`src/hw/rtl/hun_pkg.sv`:
```
// Shared types and constants of the assignment solver.
// No dependencies; imported by every module of the block but hun_ram.
package hun_pkg;

  localparam int MAX_DIM   = 16;
  localparam int IDX_W     = 4;
  localparam int DIM_W     = 5;
  localparam int ADDR_W    = 2 * IDX_W;
  localparam int CELLS     = MAX_DIM * MAX_DIM;
  localparam int COST_BITS = 16;
  localparam int WORK_W    = 32;
  localparam int CFG_IDX_W = 2;

  localparam logic [CFG_IDX_W-1:0] REG_ROWS_USED = 2'd0;
  localparam logic [CFG_IDX_W-1:0] REG_COLS_USED = 2'd1;

  typedef struct packed {
    logic [DIM_W-1:0] rows;
    logic [DIM_W-1:0] cols;
    logic [DIM_W-1:0] dim;
  } dims_t;

  typedef struct packed {
    logic              we;
    logic [ADDR_W-1:0] waddr;
    logic [WORK_W-1:0] wdata;
    logic [ADDR_W-1:0] raddr;
  } ram_req_t;

endpackage

```
`src/hw/rtl/hun_ctrl.sv`:
```
// Solver sequencer: row reduction, Munkres search, adjust, prime and path steps,
// result emission and the clearing pass. Depends on hun_pkg; drives the work RAM.
module hun_ctrl import hun_pkg::*; (
  input  logic              clk_i,
  input  logic              rst_ni,
  input  logic              solve_i,
  input  dims_t             dims_i,
  input  logic [WORK_W-1:0] rdata_i,
  output ram_req_t          ram_o,
  output logic              busy_o,
  output logic              out_valid_o,
  output logic [IDX_W-1:0]  out_row_o,
  output logic [IDX_W-1:0]  out_col_o,
  output logic              assigned_o,
  output logic              last_result_o
);

  typedef enum logic [3:0] {
    S_CLEAR, S_IDLE, S_MIN_ROW, S_SUB_ROW, S_COVER, S_FIND, S_ADJ, S_PRIME, S_AUG
  } state_e;

  state_e state_q;

  logic [IDX_W-1:0]  ri_q, cj_q, pi_q, pj_q;
  logic              iss_done_q, pv_q, plast_q;
  logic [ADDR_W-1:0] clr_q;
  logic              emit_en_q;

  logic signed [WORK_W-1:0] min_q, mv_q;
  logic                     found_q;
  logic [IDX_W-1:0]         mi_q, mj_q, cur_r_q, cur_c_q;

  logic [MAX_DIM-1:0] rc_q, cc_q;
  logic [MAX_DIM-1:0] sc_v_q, sr_v_q, pr_v_q;
  logic [IDX_W-1:0]   sc_c_q [MAX_DIM];
  logic [IDX_W-1:0]   sr_r_q [MAX_DIM];
  logic [IDX_W-1:0]   pr_c_q [MAX_DIM];

  logic                     scanning, full_scan, issue, last_cell;
  logic [IDX_W-1:0]         dim_m1;
  logic                     pad;
  logic signed [WORK_W-1:0] rd, eff, adj;
  logic [DIM_W-1:0]         stars;
  logic                     row_asg;

  assign dim_m1    = IDX_W'(dims_i.dim - DIM_W'(1));
  assign scanning  = (state_q == S_MIN_ROW) || (state_q == S_SUB_ROW) ||
                     (state_q == S_FIND) || (state_q == S_ADJ);
  assign full_scan = (state_q == S_FIND) || (state_q == S_ADJ);
  assign issue     = scanning && !iss_done_q;
  assign last_cell = (cj_q == dim_m1) && (!full_scan || (ri_q == dim_m1));

  assign rd  = signed'(rdata_i);
  assign pad = ({1'b0, ri_q} >= dims_i.rows) || ({1'b0, pj_q} >= dims_i.cols);
  assign eff = pad ? '0 : rd;
  assign adj = rd + (rc_q[pi_q] ? mv_q : '0) - (cc_q[pj_q] ? '0 : mv_q);
  assign stars = DIM_W'($countones(sc_v_q));

  // A row counts as assigned only when its star lies in a real column.
  assign row_asg = sc_v_q[clr_q[IDX_W-1:0]] &&
                   ({1'b0, sc_c_q[clr_q[IDX_W-1:0]]} < dims_i.cols);

  always_comb begin
    ram_o       = '0;
    ram_o.raddr = {ri_q, cj_q};
    unique case (state_q)
      S_CLEAR: begin
        ram_o.we    = 1'b1;
        ram_o.waddr = clr_q;
      end
      S_SUB_ROW: begin
        ram_o.we    = pv_q;
        ram_o.waddr = {ri_q, pj_q};
        ram_o.wdata = eff - min_q;
      end
      S_ADJ: begin
        ram_o.we    = pv_q;
        ram_o.waddr = {pi_q, pj_q};
        ram_o.wdata = adj;
      end
      default: ram_o.we = 1'b0;
    endcase
  end

  assign busy_o = (state_q != S_IDLE);

  always_ff @(posedge clk_i or negedge rst_ni) begin
    if (!rst_ni) begin
      state_q       <= S_CLEAR;
      clr_q         <= '0;
      emit_en_q     <= 1'b0;
      iss_done_q    <= 1'b1;
      pv_q          <= 1'b0;
      plast_q       <= 1'b0;
      ri_q          <= '0;
      cj_q          <= '0;
      found_q       <= 1'b0;
      rc_q          <= '0;
      cc_q          <= '0;
      sc_v_q        <= '0;
      sr_v_q        <= '0;
      pr_v_q        <= '0;
      out_valid_o   <= 1'b0;
      last_result_o <= 1'b0;
    end else begin
      // Read pipeline: data of the cell issued now arrives next cycle.
      pv_q    <= issue;
      plast_q <= issue && last_cell;
      pi_q    <= ri_q;
      pj_q    <= cj_q;
      if (issue) begin
        if (last_cell) begin
          iss_done_q <= 1'b1;
        end
        if (cj_q == dim_m1) begin
          cj_q <= '0;
          if (full_scan) begin
            ri_q <= ri_q + IDX_W'(1);
          end
        end else begin
          cj_q <= cj_q + IDX_W'(1);
        end
      end
      out_valid_o <= 1'b0;

      unique case (state_q)
        S_CLEAR: begin
          if (emit_en_q && (clr_q < ADDR_W'(dims_i.rows))) begin
            out_valid_o   <= 1'b1;
            out_row_o     <= clr_q[IDX_W-1:0];
            out_col_o     <= row_asg ? sc_c_q[clr_q[IDX_W-1:0]] : '0;
            assigned_o    <= row_asg;
            last_result_o <= (clr_q == ADDR_W'(dims_i.rows - DIM_W'(1)));
          end
          clr_q <= clr_q + ADDR_W'(1);
          if (clr_q == '1) begin
            emit_en_q <= 1'b0;
            sc_v_q    <= '0;
            sr_v_q    <= '0;
            pr_v_q    <= '0;
            rc_q      <= '0;
            cc_q      <= '0;
            state_q   <= S_IDLE;
          end
        end
        S_IDLE: begin
          if (solve_i) begin
            ri_q       <= '0;
            cj_q       <= '0;
            iss_done_q <= 1'b0;
            state_q    <= S_MIN_ROW;
          end
        end
        S_MIN_ROW: begin
          if (pv_q && ((pj_q == '0) || (eff < min_q))) begin
            min_q <= eff;
          end
          if (pv_q && plast_q) begin
            cj_q       <= '0;
            iss_done_q <= 1'b0;
            state_q    <= S_SUB_ROW;
          end
        end
        S_SUB_ROW: begin
          // Greedy starring of the first free zero in the row.
          if (pv_q && (eff == min_q) && !sr_v_q[pj_q] && !sc_v_q[ri_q]) begin
            sc_v_q[ri_q] <= 1'b1;
            sc_c_q[ri_q] <= pj_q;
            sr_v_q[pj_q] <= 1'b1;
            sr_r_q[pj_q] <= ri_q;
          end
          if (pv_q && plast_q) begin
            cj_q <= '0;
            if (ri_q == dim_m1) begin
              ri_q    <= '0;
              state_q <= S_COVER;
            end else begin
              ri_q       <= ri_q + IDX_W'(1);
              iss_done_q <= 1'b0;
              state_q    <= S_MIN_ROW;
            end
          end
        end
        S_COVER: begin
          cc_q <= cc_q | sr_v_q;
          if (stars >= dims_i.dim) begin
            clr_q     <= '0;
            emit_en_q <= 1'b1;
            state_q   <= S_CLEAR;
          end else begin
            ri_q       <= '0;
            cj_q       <= '0;
            iss_done_q <= 1'b0;
            found_q    <= 1'b0;
            state_q    <= S_FIND;
          end
        end
        S_FIND: begin
          if (pv_q && !rc_q[pi_q] && !cc_q[pj_q] && (!found_q || (rd < mv_q))) begin
            found_q <= 1'b1;
            mv_q    <= rd;
            mi_q    <= pi_q;
            mj_q    <= pj_q;
          end
          if (pv_q && plast_q) begin
            ri_q <= '0;
            cj_q <= '0;
            if (!found_q && (rc_q[pi_q] || cc_q[pj_q])) begin
              clr_q     <= '0;
              emit_en_q <= 1'b1;
              state_q   <= S_CLEAR;
            end else begin
              state_q <= S_PRIME;
            end
          end
        end
        S_PRIME: begin
          if (mv_q > 0) begin
            iss_done_q <= 1'b0;
            state_q    <= S_ADJ;
          end else begin
            pr_v_q[mi_q] <= 1'b1;
            pr_c_q[mi_q] <= mj_q;
            if (sc_v_q[mi_q]) begin
              rc_q[mi_q]         <= 1'b1;
              cc_q[sc_c_q[mi_q]] <= 1'b0;
              iss_done_q         <= 1'b0;
              found_q            <= 1'b0;
              state_q            <= S_FIND;
            end else begin
              cur_r_q <= mi_q;
              cur_c_q <= mj_q;
              state_q <= S_AUG;
            end
          end
        end
        S_ADJ: begin
          if (pv_q && plast_q) begin
            ri_q       <= '0;
            cj_q       <= '0;
            iss_done_q <= 1'b0;
            found_q    <= 1'b0;
            state_q    <= S_FIND;
          end
        end
        S_AUG: begin
          // The prime at the current point becomes a star; the star sharing its
          // column is dropped and the walk moves on to the prime in that row.
          sc_v_q[cur_r_q] <= 1'b1;
          sc_c_q[cur_r_q] <= cur_c_q;
          sr_v_q[cur_c_q] <= 1'b1;
          sr_r_q[cur_c_q] <= cur_r_q;
          if (sr_v_q[cur_c_q] && pr_v_q[sr_r_q[cur_c_q]]) begin
            sc_v_q[sr_r_q[cur_c_q]] <= 1'b0;
            cur_r_q <= sr_r_q[cur_c_q];
            cur_c_q <= pr_c_q[sr_r_q[cur_c_q]];
          end else begin
            rc_q    <= '0;
            cc_q    <= '0;
            pr_v_q  <= '0;
            state_q <= S_COVER;
          end
        end
        default: state_q <= S_IDLE;
      endcase
    end
  end

endmodule

```
`config.mk`:
```
export PLATFORM = sky130hd
export DESIGN_NAME = hun_ctrl
export DESIGN_NICKNAME = d
export VERILOG_FILES = /design/src/hw/rtl/hun_pkg.sv /design/src/hw/rtl/hun_ctrl.sv
export SDC_FILE = /design/constraint.sdc
export NUM_CORES = 1
export LEC_CHECK = 0
export ABC_AREA = 1
export BUFFER_PORTS_ARGS = -buffer_cell sky130_fd_sc_hd__buf_2
export CAP_MARGIN = 15
export CORE_MARGIN = 1
export CORE_UTILIZATION = 50
export DETAILED_ROUTE_END_ITERATION = 8
export HOLD_SLACK_MARGIN = 0.08
export PLACE_DENSITY = 0.67
export SLEW_MARGIN = 20
export SYNTH_ARGS = -nofsm -noshare
export SYNTH_HDL_FRONTEND = slang
export SYNTH_SLANG_ARGS = --single-unit
export TNS_END_PERCENT = 30
```
`constraint.sdc`:
```
create_clock -name clk_i -period 7.1 [get_ports clk_i]
set_clock_uncertainty 0.1 [all_clocks]
set_input_delay 1.42 -clock clk_i [delete_from_list [all_inputs] [get_ports clk_i]]
set_output_delay 1.42 -clock clk_i [all_outputs]
set_load 0.01 [all_outputs]
```
==> flow_summary.ini <==
[outcome]
outcome = complete, no violations

[setup_path]
critical_path_required_ns = 5.58
startpoint_type = input pin
crit_path_end_kind = primary output
worstPathArrival_ns = 5.32
path_class = in -> out
cp_max_fo = 29

[sta]
hold_viol = 0
max_slew.worst_pin.slew_ns = 1.07
tns_ns = 0
relSlewSlack_pct = 28.3
fin_ws_ns = 0.257
grt_setup_unrepaired = true
finalSetupViolCount = 0
timing.final.crit_share_pct = 96.4
max_freq_mhz = 146
fin_crit_ns = 6.84
report.final.slew_viol_count = 0

[floorplan]
dieArea_mm2 = 0.0535
start_util_pct = 51.0
fp.dieW_um = 231
rows = 83
core_area_mm2 = 0.0516
die-height_um = 231
io_pins = 111

[route]
via_per_inst = 5.77
wl_um = 83400
wl_per_cell_um = 20.4
first_pass_iters = 7
vias = 23600
drt_iter0_drc = 2369
ant_nets = 0
drc = 0

[power]
switching_power_mw = 1.36
clock_power_share_pct = 47.1
vdd_drop_max_uv = 205
p_seq_share_pct = 44.6
switching_share_pct = 24.0
pwr-share-comb_pct = 8.3
p_leak_nw = 13.1
power_density_mw_per_mm2 = 193
power.internal_mw = 4.30

[global_route]
globalRouteOverflowTotal = 0
antenna_found_initial = 2
grt_pass1_vias = 22500
grtUsageTotal_pct = 31.0
grt_first_pass_wirelength_um = 127000
grt_start_max_net_pins = 66

[layout]
areaGrowthSynthToFinish_pct = 11.6
antenna_cells = 0
layout-drive-gt1-share_pct = 8.60
post-route-util_pct = 56.9
nNetsFinal = 3587

[cts]
cts_buffers = 47
cts_hold_buffers = 0
htree_levels = 2
cts-root-buf = clkbuf_16
clk_latency_ns = 0.61
clock_path_buffers = 3
clkSinkCount = 404
clk_pin_slew_ns = 0.06
cts_tree = built

[place]
place.gp.congestion = 0.975
pre_cts_ws_ns = 0.00433
dp.final_hpwl_um = 62700
port_buffers = 110

[logic_synthesis]
ys_async_sr_fraction_pct = 26.5
yosysSeqAreaShare_pct = 43.8
ys_top_cells_by_area = edfxtp_1, dfrtp_1, nand2_1, inv_1, ha_1
synth_edf_count = 289
yosysWarnings = 0
syn_avg_cell_area_um2 = 8.07
syn_inst = 3261
synth_seq_cells = 404
yosys.area.top_type = edfxtp_1
syn_nets = 3482
synth_top_area_share_pct = 33.0
synthFlopType = edfxtp_1
syn_area_mm2 = 0.0263
synth_cell_types = 59

[worst_hold_path]
hold_path_class = reg -> reg

[job]
cap_violations = 0
layout by cell type (no fill, tap or decap), drive strengths merged, types with 10 or more instances in the layout:
| cell type | instances |
|---|---|
| nand3 | 201 |
| ha | 129 |
| nand2 | 612 |
| nand4 | 36 |
| dfrtp | 106 |
| a21oi | 300 |
| o211ai | 30 |
| o2111ai | 10 |
| o221ai | 20 |
| nor2 | 368 |
| xor2 | 24 |
| clkbuf | 60 |
| o21bai | 12 |
| edfxtp | 289 |
| xnor2 | 15 |
| buf | 160 |
| o21ai | 299 |
| nor4 | 17 |
| fa | 42 |
| clkinv | 17 |
| o22ai | 34 |
| mux2i | 10 |
| or2 | 15 |
| nor3 | 21 |
| inv | 495 |
final cells by class:
type | count | area [um^2]
Clock buffer | 60 | 1300
Clock inverter | 28 | 385
Fill cell | 4730 | 22200
Inverter | 498 | 1870
Multi-Input combinational cell | 2255 | 12500
Sequential cell | 404 | 11500
Tap cell | 680 | 851
Timing Repair Buffer | 160 | 956
registers in the layout, indices dropped and copies added (netlist names), 8 cells and up, named ones only:
signal	flops
pr_v_q	16
sc_v_q	16
min_q	32
pr_c_q	64
sc_c_q	64
rc_q	16
sr_r_q	64
clr_q	8
sr_v_q	16
mv_q	32
cc_q	16
power by group through the flow:
stage | clock network, mW | registers, mW | logic [mW]
CTS | 2.70 | 2.53 | 0.455
detailed placement | 0 | 2.58 | 0.452
finish | 2.66 | 2.52 | 0.471
floorplan | 0 | 2.57 | 0.296
global route | 2.77 | 2.52 | 0.528
global placement | 0 | 2.58 | 0.445
stage by stage:
stage,power (mW),hold WS (ns),cell area [um^2],instances
floorplan,2.87,0.347,26300,3261
global placement,3.02,0.366,27500,3983
detailed placement,3.03,0.392,27500,3983
CTS,5.68,0.406,29200,4073
global route,5.82,0.429,29400,4085
finish,5.66,0.399,29400,4085
kinds of logic after synthesis:
logic type / synth area share [%]
adders and majority gates: 9.33
muxes: 0.380
and+or+nand+nor: 20.3
AOI/OAI and AO/OA: 16.0
buffers and inverters: 8.93
xor gates and xnor gates: 1.30
DFF: 43.8
worst paths after layout:
path	from	to	slack, ns	cells after the start
worst max-delay path	dims_i[11]	ram_o[37]	0.26	23
worst min-delay path	last_result_o	last_result_o	0.40	2
worst max register to register	sc_v_q[0]	clr_q[3]	1.32	19
worst min register to register	last_result_o	last_result_o	0.40	2
max in group asynchronous	rst_ni	ri_q[3]	5.14	2
min in group asynchronous	rst_ni	rc_q[6]	0.64	1
Yosys cell counts, types with 7 or more instances:
| master | count |
|---|---|
| nand2_1 | 607 |
| inv_1 | 479 |
| nor2_1 | 364 |
| a21oi_1 | 299 |
| edfxtp_1 | 289 |
| o21ai_0 | 241 |
| nand3_1 | 197 |
| ha_1 | 129 |
| dfrtp_1 | 106 |
| clkbuf_1 | 61 |
| o21ai_1 | 58 |
| fa_1 | 42 |
| nand4_1 | 36 |
| o22ai_1 | 34 |
| o211ai_1 | 30 |
| xor2_1 | 24 |
| o221ai_1 | 20 |
| buf_2 | 19 |
| nor3_1 | 18 |
| nor4_1 | 17 |
| xnor2_1 | 15 |
| inv_2 | 14 |
| or2_2 | 14 |
| buf_1 | 12 |
| o21bai_1 | 12 |
| mux2i_1 | 10 |
| o2111ai_1 | 10 |
| o21a_1 | 9 |
| dfxtp_1 | 8 |
| a21o_1 | 7 |
| a22o_1 | 7 |
| a31oi_1 | 7 |
| buf_4 | 7 |
per-layer routing:
metal	vias up	global-route usage [%]	part of all wire, %
li1	11200	-	-
met1	11200	41.8	43
met2	990	49.6	46
met3	181	4.72	7.7
met4	0	13.3	4.0
met5	-	0	0
repair_timing:
action | CTS | global route
resized for setup | 1 | 13
setup buffers | 2 | 11
hold endpoints to repair | 0 | 0
endpoints found under the setup margin | 12 | 15
pin swaps | 1 | 0
worst max-delay path, cell delays in order:
cell and delay (ns):
buf_2 0.09, inv_1 0.06, ha_1 0.28, a21boi_0 0.13, o21a_1 0.17, o21a_1 0.16
o21ai_1 0.24, nand2_1 0.15, buf_4 0.26, nor2_1 0.20, ha_1 0.22, inv_1 0.07
o21ai_0 0.28, a21boi_1 0.16, o21bai_1 0.30, a21oi_1 0.11, o21ai_1 0.22, nand2_1 0.09
nand2_1 0.10, a21boi_0 0.10, xor2_1 0.16, o21ai_0 0.18, buf_2 0.16
(Power assumes the default switching activity.)
